**config.mk**
```make
export PLATFORM = sky130hd
export DESIGN_NAME = alamouti_stbc_pilot_encoder_top
export DESIGN_NICKNAME = d
export VERILOG_FILES = /design/src/hdl/stbc_pkg.sv /design/src/hdl/alamouti_stbc_pilot_encoder_top.sv
export SDC_FILE = /design/constraint.sdc
export NUM_CORES = 1
export LEC_CHECK = 0
export CORE_MARGIN = 3
export CORE_UTILIZATION = 68
export DETAILED_ROUTE_END_ITERATION = 6
export DONT_BUFFER_PORTS = 1
export PLACE_DENSITY_LB_ADDON = 0.08
export SYNTH_ARGS = -nofsm -noshare
export SYNTH_HDL_FRONTEND = slang
export SYNTH_SLANG_ARGS = --single-unit
```
**constraint.sdc**
```tcl
create_clock -name clk -period 5.94 [get_ports clk]
set_input_delay 0.891 -clock clk [delete_from_list [all_inputs] [get_ports clk]]
set_output_delay 0.891 -clock clk [all_outputs]
set_load 0.05 [all_outputs]
```
**src/hdl/stbc_pkg.sv**
```systemverilog
package stbc_pkg;

  localparam int SAMPLE_WIDTH = 16;
  localparam int MAX_PAIRS    = 512;

  typedef logic signed [SAMPLE_WIDTH-1:0] sample_t;

  // Pilot amplitude, 1.0 in Q2.14
  localparam sample_t PILOT_ONE  = sample_t'(1 << (SAMPLE_WIDTH - 2));
  localparam sample_t SAMPLE_MAX = sample_t'((1 << (SAMPLE_WIDTH - 1)) - 1);
  localparam sample_t SAMPLE_MIN = sample_t'(1 << (SAMPLE_WIDTH - 1));

  // Scrambler seeds per FFT mode
  localparam logic [6:0] SEED_SMALL = 7'h78;
  localparam logic [6:0] SEED_LARGE = 7'h70;
  localparam logic [6:0] SCRAM_MASK = 7'h7E;

  // Subcarriers per symbol, minus one
  localparam logic [7:0] LAST_SC_SMALL = 8'd55;
  localparam logic [7:0] LAST_SC_LARGE = 8'd241;

  localparam logic [9:0] PAIRS_CAP = 10'(MAX_PAIRS);

  // Configuration register indexes
  typedef enum logic [1:0] {
    REG_FFT_MODE     = 2'd0,
    REG_SYMBOL_PAIRS = 2'd1,
    REG_UE_SELECT    = 2'd2
  } reg_index_t;

  typedef struct packed {
    sample_t s0_re;
    sample_t s0_im;
    sample_t s1_re;
    sample_t s1_im;
  } in_word_t;

  typedef struct packed {
    logic    slot;
    sample_t ant0_re;
    sample_t ant0_im;
    sample_t ant1_re;
    sample_t ant1_im;
    logic    is_pilot;
    logic    last;
  } out_word_t;

  // Control carried with a word from the input register to the result stage
  typedef struct packed {
    logic       pilot;
    logic [1:0] on;     // per slot: pilot carries energy
    logic [1:0] neg0;   // per slot: antenna 0 pilot is negative
    logic [1:0] neg1;   // per slot: antenna 1 pilot is negative
    logic       last;
  } pilot_ctl_t;

  // Pilot subcarrier position for pilot number k
  function automatic logic [7:0] pilot_pos(input logic mode, input logic [2:0] k);
    logic [7:0] p;
    if (mode) begin
      case (k)
        3'd0:    p = 8'd6;
        3'd1:    p = 8'd32;
        3'd2:    p = 8'd74;
        3'd3:    p = 8'd100;
        3'd4:    p = 8'd141;
        3'd5:    p = 8'd167;
        3'd6:    p = 8'd209;
        default: p = 8'd235;
      endcase
    end else begin
      case (k[1:0])
        2'd0:    p = 8'd7;
        2'd1:    p = 8'd21;
        2'd2:    p = 8'd34;
        default: p = 8'd48;
      endcase
    end
    return p;
  endfunction

  // Base pilot sign (1 = negative) for antenna 0
  function automatic logic base_neg0(input logic mode, input logic [2:0] idx);
    logic n;
    if (mode) n = (idx == 3'd3) || (idx == 3'd4);
    else      n = idx[1];
    return n;
  endfunction

  // Base pilot sign (1 = negative) for antenna 1
  function automatic logic base_neg1(input logic mode, input logic [2:0] idx);
    logic n;
    if (mode) n = (idx == 3'd3) || (idx == 3'd4);
    else      n = idx[1] ^ idx[0];
    return n;
  endfunction

  function automatic sample_t neg_sat(input sample_t x);
    sample_t r;
    if (x == SAMPLE_MIN) r = SAMPLE_MAX;
    else                 r = -x;
    return r;
  endfunction

  function automatic sample_t pilot_value(input logic on, input logic neg);
    sample_t v;
    if (!on)      v = '0;
    else if (neg) v = -PILOT_ONE;
    else          v = PILOT_ONE;
    return v;
  endfunction

endpackage

```
**src/hdl/alamouti_stbc_pilot_encoder_top.sv**
```systemverilog
// Alamouti 2x1 encoder with pilot insertion. Each input word holds the two
// Q2.14 samples (even and odd OFDM symbol) of one subcarrier; the block returns
// two output words for it, slot 0 (ant0 = s0, ant1 = s1) then slot 1
// (ant0 = -conj(s1), ant1 = conj(s0)), with the pilot subcarriers replaced by
// +-1.0 or zero. Input words are taken in subcarrier order within a pair and
// pair after pair; the packet restarts after the last pair and on any
// register write. One output channel carries two words per input word, so a
// new word waits in the input register until the last slot 1 word is taken.
// The slot 0 word passes the input register, then the result register.
module alamouti_stbc_pilot_encoder_top (
  input  logic                clk,
  input  logic                rst,
  input  logic                cfg_we,
  input  logic [1:0]          cfg_index,
  input  logic [9:0]          cfg_data,
  input  logic                sample_valid,
  output logic                sample_stall,
  input  stbc_pkg::in_word_t  sample,
  output logic                result_valid,
  input  logic                result_stall,
  output stbc_pkg::out_word_t result
);
  import stbc_pkg::*;

  // Configuration
  logic              fft_mode;
  logic [9:0]        symbol_pairs;
  logic signed [4:0] ue_select;

  // Packet state
  logic [6:0] scrambler;
  logic [7:0] sc_count;
  logic [8:0] pair_count;
  logic [2:0] pilot_pos_q;
  logic [1:0] pair_par;

  // Input register stage
  logic       s1_valid;
  in_word_t   s1_word;
  pilot_ctl_t s1_ctl;

  // Result register stage
  logic      out_valid;
  out_word_t out_word;
  logic      odd_valid;
  out_word_t odd_word;

  logic accept, out_take, load;

  assign out_take     = out_valid & ~result_stall;
  assign load         = s1_valid & (~out_valid | (out_take & ~odd_valid));
  assign sample_stall = s1_valid & ~load;
  assign accept       = sample_valid & ~sample_stall;
  assign result_valid = out_valid;
  assign result       = out_word;

  // Per-word control from the packet counters
  logic [6:0] scram_next;
  logic       p_even, p_odd;
  logic       sc_first;
  logic [2:0] pp_eff;
  logic [1:0] par_eff;
  logic       pilot_hit;
  logic [2:0] idx_mask;
  logic [2:0] idx0, idx1;
  logic [1:0] on_s;
  logic [9:0] pairs_eff;
  logic       sc_end, pair_end, last_word;
  pilot_ctl_t ctl_next;

  always_comb begin
    // two scrambler steps, one per OFDM symbol of the pair
    p_even     = scrambler[6] ^ scrambler[3];
    p_odd      = scrambler[5] ^ scrambler[2];
    scram_next = (({scrambler[5:0], p_even} << 1) & SCRAM_MASK) | {6'd0, p_odd};
    sc_first   = (sc_count == 8'd0);
    pp_eff     = sc_first ? 3'd0 : pilot_pos_q;
    par_eff    = sc_first ? {p_odd, p_even} : pair_par;
    pilot_hit  = (fft_mode | ~pp_eff[2]) && (sc_count == pilot_pos(fft_mode, pp_eff));
    idx_mask   = fft_mode ? 3'd7 : 3'd3;
    idx0       = ({pair_count[1:0], 1'b0} + pp_eff) & idx_mask;
    idx1       = ({pair_count[1:0], 1'b1} + pp_eff) & idx_mask;
    on_s[0]    = ue_select[4] | (ue_select == 5'sd0);
    on_s[1]    = ue_select[4] | (ue_select == 5'sd1);

    if (symbol_pairs == 10'd0)        pairs_eff = 10'd1;
    else if (symbol_pairs > PAIRS_CAP) pairs_eff = PAIRS_CAP;
    else                               pairs_eff = symbol_pairs;
    sc_end    = sc_count >= (fft_mode ? LAST_SC_LARGE : LAST_SC_SMALL);
    pair_end  = ({1'b0, pair_count} + 10'd1) >= pairs_eff;
    last_word = sc_end & pair_end;

    ctl_next.pilot = pilot_hit;
    ctl_next.on    = on_s;
    ctl_next.neg0  = {par_eff[1] ^ base_neg0(fft_mode, idx1),
                      par_eff[0] ^ base_neg0(fft_mode, idx0)};
    ctl_next.neg1  = {par_eff[1] ^ base_neg1(fft_mode, idx1),
                      par_eff[0] ^ base_neg1(fft_mode, idx0)};
    ctl_next.last  = last_word;
  end

  // Configuration and packet counters
  always_ff @(posedge clk) begin
    if (rst) begin
      fft_mode     <= 1'b0;
      symbol_pairs <= 10'd1;
      ue_select    <= -5'sd1;
      scrambler    <= SEED_SMALL;
      sc_count     <= '0;
      pair_count   <= '0;
      pilot_pos_q  <= '0;
      pair_par     <= '0;
    end else if (cfg_we) begin
      case (cfg_index)
        REG_FFT_MODE: begin
          fft_mode  <= cfg_data[0];
          scrambler <= cfg_data[0] ? SEED_LARGE : SEED_SMALL;
        end
        REG_SYMBOL_PAIRS: begin
          symbol_pairs <= cfg_data;
          scrambler    <= fft_mode ? SEED_LARGE : SEED_SMALL;
        end
        REG_UE_SELECT: begin
          ue_select <= cfg_data[4:0];
          scrambler <= fft_mode ? SEED_LARGE : SEED_SMALL;
        end
        default: ;
      endcase
      if (cfg_index == REG_FFT_MODE || cfg_index == REG_SYMBOL_PAIRS ||
          cfg_index == REG_UE_SELECT) begin
        sc_count    <= '0;
        pair_count  <= '0;
        pilot_pos_q <= '0;
        pair_par    <= '0;
      end
    end else if (accept) begin
      if (last_word) begin
        scrambler   <= fft_mode ? SEED_LARGE : SEED_SMALL;
        sc_count    <= '0;
        pair_count  <= '0;
        pilot_pos_q <= '0;
        pair_par    <= '0;
      end else begin
        if (sc_first) scrambler <= scram_next;
        pair_par    <= par_eff;
        pilot_pos_q <= pilot_hit ? pp_eff + 3'd1 : pp_eff;
        if (sc_end) begin
          sc_count   <= '0;
          pair_count <= pair_count + 9'd1;
        end else begin
          sc_count <= sc_count + 8'd1;
        end
      end
    end
  end

  // Input register
  always_ff @(posedge clk) begin
    if (rst) begin
      s1_valid <= 1'b0;
    end else if (accept) begin
      s1_valid <= 1'b1;
    end else if (load) begin
      s1_valid <= 1'b0;
    end
  end

  always_ff @(posedge clk) begin
    if (accept) begin
      s1_word <= sample;
      s1_ctl  <= ctl_next;
    end
  end

  // Encode both slots
  out_word_t even_next, oddw_next;

  always_comb begin
    even_next.slot     = 1'b0;
    even_next.is_pilot = s1_ctl.pilot;
    even_next.last     = 1'b0;
    oddw_next.slot     = 1'b1;
    oddw_next.is_pilot = s1_ctl.pilot;
    oddw_next.last     = s1_ctl.last;
    if (s1_ctl.pilot) begin
      even_next.ant0_re = pilot_value(s1_ctl.on[0], s1_ctl.neg0[0]);
      even_next.ant0_im = '0;
      even_next.ant1_re = pilot_value(s1_ctl.on[0], s1_ctl.neg1[0]);
      even_next.ant1_im = '0;
      oddw_next.ant0_re = pilot_value(s1_ctl.on[1], s1_ctl.neg0[1]);
      oddw_next.ant0_im = '0;
      oddw_next.ant1_re = pilot_value(s1_ctl.on[1], s1_ctl.neg1[1]);
      oddw_next.ant1_im = '0;
    end else begin
      even_next.ant0_re = s1_word.s0_re;
      even_next.ant0_im = s1_word.s0_im;
      even_next.ant1_re = s1_word.s1_re;
      even_next.ant1_im = s1_word.s1_im;
      oddw_next.ant0_re = neg_sat(s1_word.s1_re);
      oddw_next.ant0_im = s1_word.s1_im;
      oddw_next.ant1_re = s1_word.s0_re;
      oddw_next.ant1_im = neg_sat(s1_word.s0_im);
    end
  end

  // Result register: slot 0 word shown, slot 1 word held behind it
  always_ff @(posedge clk) begin
    if (rst) begin
      out_valid <= 1'b0;
      odd_valid <= 1'b0;
    end else if (load) begin
      out_valid <= 1'b1;
      odd_valid <= 1'b1;
    end else if (out_take) begin
      out_valid <= odd_valid;
      odd_valid <= 1'b0;
    end
  end

  always_ff @(posedge clk) begin
    if (load) begin
      out_word <= even_next;
      odd_word <= oddw_next;
    end else if (out_take && odd_valid) begin
      out_word <= odd_word;
    end
  end

  // Checks
  a_odd_behind_out: assert property (@(posedge clk) disable iff (rst)
    odd_valid |-> out_valid)
    else $error("slot 1 word held without slot 0 word");

  a_last_on_odd: assert property (@(posedge clk) disable iff (rst)
    (out_valid && out_word.last) |-> out_word.slot)
    else $error("last flag on slot 0 word");

  a_odd_follows: assert property (@(posedge clk) disable iff (rst)
    (out_take && !out_word.slot) |=> (out_valid && out_word.slot))
    else $error("slot 1 word did not follow slot 0 word");

  a_slot_pilot_match: assert property (@(posedge clk) disable iff (rst)
    (out_take && !out_word.slot) |=> (out_word.is_pilot == $past(out_word.is_pilot)))
    else $error("pilot flag differs between slots of one word");

endmodule

```
# Yosys cells after proc, flatten, opt, wreduce, memory -nomap -nowiden
# Index checks and enable logic that the tools add are counted.
dict set report totals {
  wordCells 177
  romBits 0
  memories 0
  in_bits 81
  output_inout_bits 69
  ff_bits 253
  latchBits 0
  ramBits 0
}
dict set report classes {
  add_sub_neg 8
  n_shift 0
  reduce_logical 26
  n_mul 0
  n_eq_ne 20
  n_div 0
  magnitude_cmp 3
  muxes 59
  n_bitwise 27
}
# op count
set op_table {}
lappend op_table {{$mux 16} 10}
lappend op_table {{$mux 66} 2}
lappend op_table {{$mux 64} 2}
lappend op_table {{$mux 8} 7}
lappend op_table {{$pmux 8 s7} 1}
lappend op_table {{$mux 9} 5}
lappend op_table {{$eq 16x16->1 const B} 2}
lappend op_table {{$neg 16->16} 2}
lappend op_table {{$mux 7} 4}
lappend op_table {{$mux 3} 7}
lappend op_table {{$mux 10} 2}
lappend op_table {{$pmux 6 s3} 1}
lappend op_table {{$eq 3x3->1 const B} 5}
lappend op_table {{$pmux 7 s2} 1}
lappend op_table {{$eq 3x2->1 const B} 4}
lappend op_table {{$add 9x1->10 const B} 1}
lappend op_table {{$ge 10x10->1} 1}
lappend op_table {{$gt 10x10->1 const B} 1}
lappend op_table {{$logic_not 10->1} 1}
lappend op_table {{$mux 1} 10}
lappend op_table {{$mux 2} 5}
lappend op_table {{$add 9x1->9 const B} 1}
lappend op_table {{$add 8x1->8 const B} 1}
lappend op_table {{$eq 8x8->1} 1}
lappend op_table {{27 further kinds} 66}

# Longest topological paths before layout
# Gate-level depths: netlist (run 1).
dict set report logic_depth {
  word_depth 11
  mapped_depth 14
}

# Least setup slack after synthesis (run 1)
# OpenSTA, ideal clock, no wires.
dict set report synth_timing {
  path_type {input port to flip-flop}
  startpoint {in result_stall}
  endpoint {reg scrambler[4]}
  t_arrival_ns 3.771
  setup_time_ns 0.114
  required_ns 5.826
  cell_stages 9
  slack_ns 2.055
  path_buffers 1
  path_cell_list {o21a_1 > nand2_1 > nand2_1 > inv_1 > nand2b_1 > clkbuf_1 > a2111oi_2 > nand2b_1 > a21o_1}
}
dict set report synth_between {
  elab_chain_len 11
}
# item line_no
set synth_lines {}
lappend synth_lines {{start: declaration} alamouti_stbc_pilot_encoder_top.sv:20} ;# input logic result_stall,
lappend synth_lines {{$not 1->1} alamouti_stbc_pilot_encoder_top.sv:50} ;# assign out_take = out_valid & ~result_stall;
lappend synth_lines {{$and 1x1->1} alamouti_stbc_pilot_encoder_top.sv:50}
lappend synth_lines {{$and 1x1->1} alamouti_stbc_pilot_encoder_top.sv:51} ;# assign load = s1_valid & (~out_valid | (out_take & ~odd_valid));
lappend synth_lines {{$or 1x1->1} alamouti_stbc_pilot_encoder_top.sv:51}
lappend synth_lines {{$and 1x1->1} alamouti_stbc_pilot_encoder_top.sv:51}
lappend synth_lines {{$not 1->1} alamouti_stbc_pilot_encoder_top.sv:52} ;# assign sample_stall = s1_valid & ~load;
lappend synth_lines {{$and 1x1->1} alamouti_stbc_pilot_encoder_top.sv:52}
lappend synth_lines {{$not 1->1} alamouti_stbc_pilot_encoder_top.sv:53} ;# assign accept = sample_valid & ~sample_stall;
lappend synth_lines {{$and 1x1->1} alamouti_stbc_pilot_encoder_top.sv:53}
lappend synth_lines {{named net accept} alamouti_stbc_pilot_encoder_top.sv:48} ;# logic accept, out_take, load;
lappend synth_lines {{$reduce_bool 2->1 (no line)} n/a}
lappend synth_lines {{$reduce_and 3->1 (no line)} n/a}
lappend synth_lines {{end signal: assignment} alamouti_stbc_pilot_encoder_top.sv:117} ;# scrambler <= cfg_data[0] ? SEED_LARGE : SEED_SMALL;
lappend synth_lines {{end signal: assignment} alamouti_stbc_pilot_encoder_top.sv:121} ;# scrambler <= fft_mode ? SEED_LARGE : SEED_SMALL;
lappend synth_lines {{end signal: assignment} alamouti_stbc_pilot_encoder_top.sv:125} ;# scrambler <= fft_mode ? SEED_LARGE : SEED_SMALL;
lappend synth_lines {{end: declaration} alamouti_stbc_pilot_encoder_top.sv:31} ;# logic [6:0] scrambler;
# The timed path passes the listed nets, and every way through them passes these cells.
# A chain may end at the register's enable or synchronous reset.

# Worst setup path in the final report (run 1)
dict set report layout_timing {
  startpoint {reg pair_count[0]}
  endpoint {reg scrambler[4]}
}
dict set report layout_between {
  elab_chain_len 6
  word_cells_on_any_way 8
  cone_classes {add/sub: 1; order compare: 1; mux: 3; bitwise: 1; reduce/logical: 2}
}
# item line_no
set layout_lines {}
lappend layout_lines {{start: declaration} alamouti_stbc_pilot_encoder_top.sv:33} ;# logic [8:0] pair_count;
lappend layout_lines {{start signal: assignment} alamouti_stbc_pilot_encoder_top.sv:149} ;# pair_count <= pair_count + 9'd1;
lappend layout_lines {{$add 9x1->10 *} alamouti_stbc_pilot_encoder_top.sv:90} ;# pair_end = ({1'b0, pair_count} + 10'd1) >= pairs_eff;
lappend layout_lines {{$ge 10x10->1 *} alamouti_stbc_pilot_encoder_top.sv:90}
lappend layout_lines {{$and 1x1->1 *} alamouti_stbc_pilot_encoder_top.sv:91} ;# last_word = sc_end & pair_end;
lappend layout_lines {{$mux 7} alamouti_stbc_pilot_encoder_top.sv:137} ;# if (last_word) begin
lappend layout_lines {{$mux 7} alamouti_stbc_pilot_encoder_top.sv:136} ;# end else if (accept) begin
lappend layout_lines {{$mux 7} alamouti_stbc_pilot_encoder_top.sv:113} ;# end else if (cfg_we) begin
lappend layout_lines {{end signal: assignment} alamouti_stbc_pilot_encoder_top.sv:117}
lappend layout_lines {{end signal: assignment} alamouti_stbc_pilot_encoder_top.sv:138} ;# scrambler <= fft_mode ? SEED_LARGE : SEED_SMALL;
lappend layout_lines {{end signal: assignment} alamouti_stbc_pilot_encoder_top.sv:144} ;# if (sc_first) scrambler <= scram_next;
# Every way passes the cells marked *; elsewhere a longest branch is shown, timed or not. The select of a mux whose other input is x is not followed.

==> run_results.csv, run 1 <==
group,metric,value,unit
global_routing,grt_usage,25.0,%
clocking,cts_made_buffers,25,
timing,setup_viol_count_final,0,
floorplan,std_cell_rows,46,
synth,synthTopCellsByArea,"edfxtp_1 (55%), dfxtp_1 (9.0%), a22o_1 (4.8%)",
timing,holdWs,0.421,ns
clocking,cts_buffer_depth,3,
critical_path,rrSetupSlack,2.18,ns
clocking,cts.repair.resized,0,
drt,drt_iter0_drc,487,
drt,vias,6946,
global_routing,grt_pass1_wl,36000,um
critical_path,arrival,4.16,ns
timing,period_needed,3.76,ns
timing,max_freq,266,MHz
outcome,status,"finished, final reports clean",
synth,ys.warnings.count,0,
power_and_ir_drop,peakVddDrop,0.000184,V
timing,relSlewSlack,23.0,%
floorplan,core_area,15900,um^2
synth,yosysTopAreaCell,"edfxtp_1",
timing,worstMarginPinSlew,1.16,ns
drt,drc,0,
final_layout,nFillCells,1019,
floorplan,start_util,69.9,%
floorplan,die-area,18000,um^2
drt,routed_wl,23000,um
timing,drv_slew,0,
synth,yosysSeqAreaShare,63.6,%
power_and_ir_drop,powerDensity,313,nW/um^2
synth,synth_area,11200,um^2
floorplan,fp.dieW,134,um
global_routing,overflow,0,
global_routing,grt_max_degree,99,
placed_design,globalplace.congestion,0.871,
clocking,cts_root_buf,"clkbuf_16",
final_layout,fin_cells,1106,
drt,ant_nets,0,
critical_path,crit_fanout,11,
clocking,path_clk_slew,0.06,ns
timing,rsz0062_at_grt,"false",
drt,via_per_inst,6.28,
floorplan,num_io_pins,150,
global_routing,grt_pass1_vias,6881,
worst_hold_path,holdCritPathClass,"flop to flop",
placed_design,portBuffers,0,
critical_path,endpoint_kind,"flop",
timing,timing.final.crit_share,63.4,%
drt,drt_pre_antenna_iters,5,
clocking,htreeDepth,1,
floorplan,die_y,134,um
synth,synth-edff-count,203,
final_layout,drive_gt1_share,7.42,%
clocking,clock-sinks,253,
placed_design,dp.cells,1061,
synth,async_flop_share,0,%
clocking,cts_tree,"yes",
power_and_ir_drop,leakage,0.00436,uW
critical_path,crit_type,"flop to flop",
synth,synth_nets,992,
synth,ys.flop_type,"edfxtp_1",
final_layout,final_util,75.7,%
drt,wl_per_cell,20.8,um
synth,yosysTopAreaCellShare,54.7,%
synth,synth_cell_types,69,
final_layout,syn_to_final_growth,8.27,%
critical_path,crit_path_start_kind,"flop",
final_layout,fin_nets,987,
global_routing,antenna_found_initial,3,
timing,skew,0.00875,ns
timing,hold_viol_final,0,
clocking,hold_buffers,0,
clocking,worstSkewPairLatency,0.50,ns
run,max_cap_violations,0,
synth,netlist_instances,877,
synth,ys_ff_latch,253,
placed_design,dp_hpwl,15400,um
synth,avgSynthCellArea,12.7,um^2
critical_path,critPathRequiredTime,6.33,ns
clocking,post_cts_buffers,0,
timing,setup_tns,0,ns
logic make-up (layout without fill, tap and decap cells):
| kind of cell | after synthesis | count (layout) | share of synthesized area [%] |
|---|---|---|---|
| compound gates | 213 | 213 | 13.7 |
| fa+ha+maj | 34 | 34 | 3.88 |
| buf+inv | 73 | 85 | 2.63 |
| flops | 253 | 253 | 63.6 |
| xor+xnor | 42 | 42 | 3.55 |
| other cells | 0 | 1 | 0 |
| mux | 10 | 10 | 0.931 |
| simple gates | 252 | 252 | 11.7 |
path summary, 6_finish.rpt:
kind | cells after the start | startpoint | to
worst max-delay path | 14 | pair_count[0]$_SDFFE_PP0P_ | scrambler[4]$_SDFFE_PP1P_
worst min-delay path | 0 | oddw_next[0]$_DFFE_PP_ | odd_word[0]$_DFFE_PP_
worst max register to register | 14 | pair_count[0]$_SDFFE_PP0P_ | scrambler[4]$_SDFFE_PP1P_
worst min register to register | 0 | oddw_next[0]$_DFFE_PP_ | odd_word[0]$_DFFE_PP_
flip-flops by register name, indices dropped and copies added (netlist names):
| name | cells |
|---|---|
| result | 67 |
| pair_count | 9 |
| symbol_pairs | 10 |
| odd_word | 66 |
| s1_word | 64 |
| even_next | 1 |
| s1_ctl | 6 |
| result_valid | 1 |
| ue_select | 5 |
| s1_valid | 1 |
| pair_par | 2 |
| scrambler | 7 |
| odd_valid | 1 |
| sc_count | 8 |
| pilot_pos_q | 3 |
| oddw_next | 1 |
| fft_mode | 1 |
critical path: stages, from the launching register on:
cell       delay, ns
dfxtp_1         0.44
nand3_1         0.20
nor2_1          0.28
inv_1           0.09
nor3_1          0.34
xor2_1          0.20
ha_1            0.26
a21o_1          0.16
a21o_1          0.17
a211oi_1        0.23
o31ai_1         0.10
buf_4           0.19
a2111oi_2       0.69
nand2b_1        0.11
a21o_1          0.20
report_power, final:
| part | switching [uW] | internal [uW] | leakage [uW] |
|---|---|---|---|
| Sequential | 130 | 2020 | 0.00237 |
| Clock | 626 | 819 | 0.000357 |
| Combinational | 117 | 64.9 | 0.00163 |
| Total | 873 | 2900 | 0.00436 |
layout by cell type, fill, tap and decap left out, drive strengths merged, types with 5 or more instances in the layout:
cell / count
o21ai: 24
edfxtp: 203
clkinv: 10
a21oi: 58
ha: 33
buf: 8
nor2b: 36
a211oi: 13
a22o: 62
nand4: 5
a211o: 8
nor3: 16
mux2i: 7
clkbuf: 31
nand2b: 10
nand3: 16
and3: 10
xor2: 17
inv: 31
a21o: 16
nand3b: 6
nor4: 9
dfxtp: 50
xnor2: 23
nor2: 42
nand2: 80
metal layers:
layer / share of wire [%] / global-route usage (%) / vias to the layer above
li1: - / - / 3259
met1: 39 / 32.7 / 3361
met2: 51 / 44.2 / 275
met3: 7.8 / 4.73 / 45
met4: 1.8 / 5.60 / 6
met5: 0.20 / 0 / -
cell type report:
type	count	area, um^2	share of cell area, %
flip-flops and latches	253	7100	58.8
multi-input cells	551	3770	31.2
clock buffers	31	648	5.37
well taps	216	270	2.24
inverters	33	125	1.04
clock inverters	13	101	0.839
repair buffers	8	60.1	0.497
diodes	1	2.50	0.0207
cell usage after synthesis (3+ instances only):
master    number
clkbuf_1      33
dfxtp_1       50
nor3_1        15
xnor2_1       23
a211oi_1      12
nor4_1         8
nand3b_1       6
mux2_2         3
a22oi_1        4
nor2_1        42
nor2b_1       36
and2_1         4
nor3b_1        3
or3_1          3
nand2_1       79
nand4_1        5
o21ai_0       23
nand3_1       16
inv_1         31
o21bai_1       4
a22o_1        61
edfxtp_1     203
xor2_1        17
ha_1          33
mux2i_1        7
a21o_1        16
o31a_1         3
o31ai_1        4
a21oi_1       57
nand2b_1      10
and3_1        10
a211o_1        8
stage by stage:
step / worst slack [ns] / cell area [um^2] / total power, uW
6_report: 2.18 / 12100 / 3780
5_1_grt: 1.90 / 12100 / 3900
4_1_cts: 2.19 / 12100 / 3800
3_5_place_dp: 2.20 / 11300 / 2370
3_3_place_gp: 2.43 / 11300 / 2350
2_1_floorplan: 2.05 / 11200 / 2310
Power figures use the tool's default switching activity.
==> run 2: changes to the inputs <==
--- a/config.mk
+++ b/config.mk
@@ -6,7 +6,7 @@
 export NUM_CORES = 1
 export LEC_CHECK = 0
 export CORE_MARGIN = 3
-export CORE_UTILIZATION = 68
+export CORE_UTILIZATION = 63
 export DETAILED_ROUTE_END_ITERATION = 6
 export DONT_BUFFER_PORTS = 1
 export PLACE_DENSITY_LB_ADDON = 0.08
==> constraint.sdc (replaced) <==
create_clock -name clk -period 3.5 [get_ports clk]
set_input_delay 0.525 -clock clk [delete_from_list [all_inputs] [get_ports clk]]
set_output_delay 0.525 -clock clk [all_outputs]
set_load 0.05 [all_outputs]
==> run 2 against run 1 <==
Largest cell class unchanged. Critical endpoint is now scrambler[5]$_SDFFE_PP1P_. Register-to-register slack lost 2.0 ns. Via count grew 3.6%. Final cell count grew 2.9%. Non-clock buffer count grew 21. Count of clock-buffer cells in the layout is the same.
==> run_results.csv, run 2 (synthesis gave the netlist of run 1 again) <==
group,metric,value,unit
timing,skew,0.0174,ns
timing,rsz0062_at_grt,"false",
drt,drt_iter0_drc,611,
timing,max_freq,302,MHz
floorplan,std_cell_rows,48,
critical_path,critPathSlowestCell,"dfxtp_1",
timing,worstMarginPinSlew,1.10,ns
final_layout,drive_gt1_share,10.4,%
timing,timing.final.crit_share,94.5,%
power_and_ir_drop,peakVddDrop,0.000587,V
power_and_ir_drop,powerDensity,540,nW/um^2
placed_design,portBuffers,0,
clocking,worstSkewPairLatency,0.54,ns
timing,hold_viol_final,0,
worst_hold_path,holdPathStages,1,
drt,drc,0,
global_routing,grt_usage,25.0,%
critical_path,endpoint_kind,"flop",
final_layout,syn_to_final_growth,11.0,%
floorplan,fp.dieW,139,um
clocking,hold_buffers,0,
global_routing,met1_usage,31.6,%
clocking,path_clk_slew,0.06,ns
final_layout,fin_nets,1008,
floorplan,die-area,19300,um^2
power_and_ir_drop,leakage,0.00454,uW
critical_path,cpPeakStageDelay,0.36,ns
floorplan,start_util,64.5,%
floorplan,core_area,17300,um^2
global_routing,overflow,0,
placed_design,place_area,11500,um^2
global_routing,grt_pass1_wl,38700,um
worst_hold_path,holdCritStartpoint,"rst",
global_routing,grt_pass1_vias,7174,
drt,drt_pre_antenna_iters,7,
final_layout,fin_cells,1138,
global_routing,grt_max_degree,76,
clocking,cts_root_buf,"clkbuf_16",
floorplan,die_y,139,um
critical_path,critPathRequiredTime,3.92,ns
floorplan,num_io_pins,150,
critical_path,rrSetupSlack,0.19,ns
placed_design,dp.cells,1090,
timing,setup_viol_count_final,0,
placed_design,globalplace.congestion,0.853,
outcome,status,"finished, final reports clean",
timing,setup_tns,0,ns
final_layout,nFillCells,1121,
critical_path,r2r-start,"pair_count[0]$_SDFFE_PP0P_",
drt,wl_per_cell,21.9,um
timing,drv_slew,0,
drt,routed_wl,24900,um
final_layout,mostFrequentLayoutCell,"edfxtp_1",
critical_path,arrival,3.73,ns
timing,period_needed,3.31,ns
clocking,htreeDepth,1,
clocking,cts_buffer_depth,3,
clocking,cts_tree,"yes",
worst_hold_path,holdCritPathClass,"input pin to flop",
drt,via_per_inst,6.33,
drt,ant_nets,0,
critical_path,r2r-end,"scrambler[5]$_SDFFE_PP1P_",
critical_path,cp_top_family,"compound AO/OA/AOI/OAI gates",
critical_path,crit_buf_inv,2,
critical_path,rr_worst_depth,15,
timing,relSlewSlack,26.5,%
global_routing,antenna_found_initial,3,
global_routing,grt_busiest_layer,"met2",
global_routing,met2_usage,44.7,%
clocking,clock-sinks,253,
global_routing,met3_usage,4.21,%
critical_path,crit_chain,"ha_2 > nand3_1 > nor2_2 > nand3_1 > xnor2_2 > ha_1 > nand4_1 > nor2_1 > a211oi_4 > o31ai_4 > buf_4 > a2111oi_2 > buf_4 > nand2b_1 > a21o_1",
run,max_cap_violations,0,
critical_path,crit_fanout,7,
final_layout,largest_reg_flops,67,
drt,vias,7199,
clocking,cts_made_buffers,25,
critical_path,crit_type,"flop to flop",
final_layout,fin_area,12400,um^2
final_layout,final_cell_mix,"edfxtp_1 (203), nand2_1 (79), a22o_1 (61)",
worst_hold_path,holdPathEnd,"scrambler[0]$_SDFFE_PP0P_",
critical_path,crit_path_start_kind,"flop",
placed_design,dp_hpwl,16000,um
==> run 2: report_power, final <==
group | total (uW) | switching [uW] | leakage, uW | internal, uW
logic | 341 | 217 | 0.00175 | 124
registers | 3640 | 216 | 0.00237 | 3430
clock network | 2710 | 1110 | 0.000412 | 1600
==> run 2: layout make-up <==
type                       count  area [um^2]  area share, %
antenna                        1         2.50         0.0202
clock buffer                  31          678           5.48
clock inverter                15          156           1.26
inverter                      33          129           1.04
multi-input combinational    551         3820           30.8
sequential                   253         7100           57.3
tap                          225          282           2.27
timing repair buffer          29          218           1.76
==> run 2: worst max-delay path by stage <==
| stage | slack [ns] | from | endpoint | cells past startpoint |
|---|---|---|---|---|
| 2_1_floorplan | 0.12 | result_stall | result[55]$_DFFE_PP_ | 5 |
| 6_report | 0.19 | pair_count[0]$_SDFFE_PP0P_ | scrambler[5]$_SDFFE_PP1P_ | 15 |
| 3_5_place_dp | -0.004 | pair_count[2]$_SDFFE_PP0P_ | scrambler[4]$_SDFFE_PP1P_ | 16 |
| 5_1_grt | 0.003 | sc_count[0]$_SDFFE_PP0P_ | pilot_pos_q[1]$_SDFFE_PP0P_ | 13 |
| 3_3_place_gp | 0.24 | pair_count[2]$_SDFFE_PP0P_ | scrambler[4]$_SDFFE_PP1P_ | 16 |
| 4_1_cts | 0.04 | pair_count[2]$_SDFFE_PP0P_ | scrambler[5]$_SDFFE_PP1P_ | 16 |
==> run 2: metal layers <==
layer	wire length, um	part of all wire, %	vias up
met5	23	0.092	-
met3	1610	6.4	61
met4	746	3.0	4
met2	13000	52	289
met1	9540	38	3545
li1	-	-	3300
==> run 2: timing repair <==
item / in CTS / in global routing
resized for setup: 3 / 7
endpoints found under the setup margin: 3 / 15
pin swaps: 0 / 3
buffers inserted: 0 / 1
==> run 2: stage by stage <==
stage | total power, uW | util [%] | hold slack (ns) | worst slack (ns)
6_report | 6690 | 71.6 | 0.0687 | 0.192
3_5_place_dp | 4030 | 66.4 | 0.427 | -0.00391
2_1_floorplan | 3920 | - | 0.400 | 0.116
3_3_place_gp | 4010 | 66.4 | 0.406 | 0.240
4_1_cts | 6730 | 71.3 | 0.0498 | 0.0364
5_1_grt | 6900 | 71.6 | 0.0521 | 0.00315
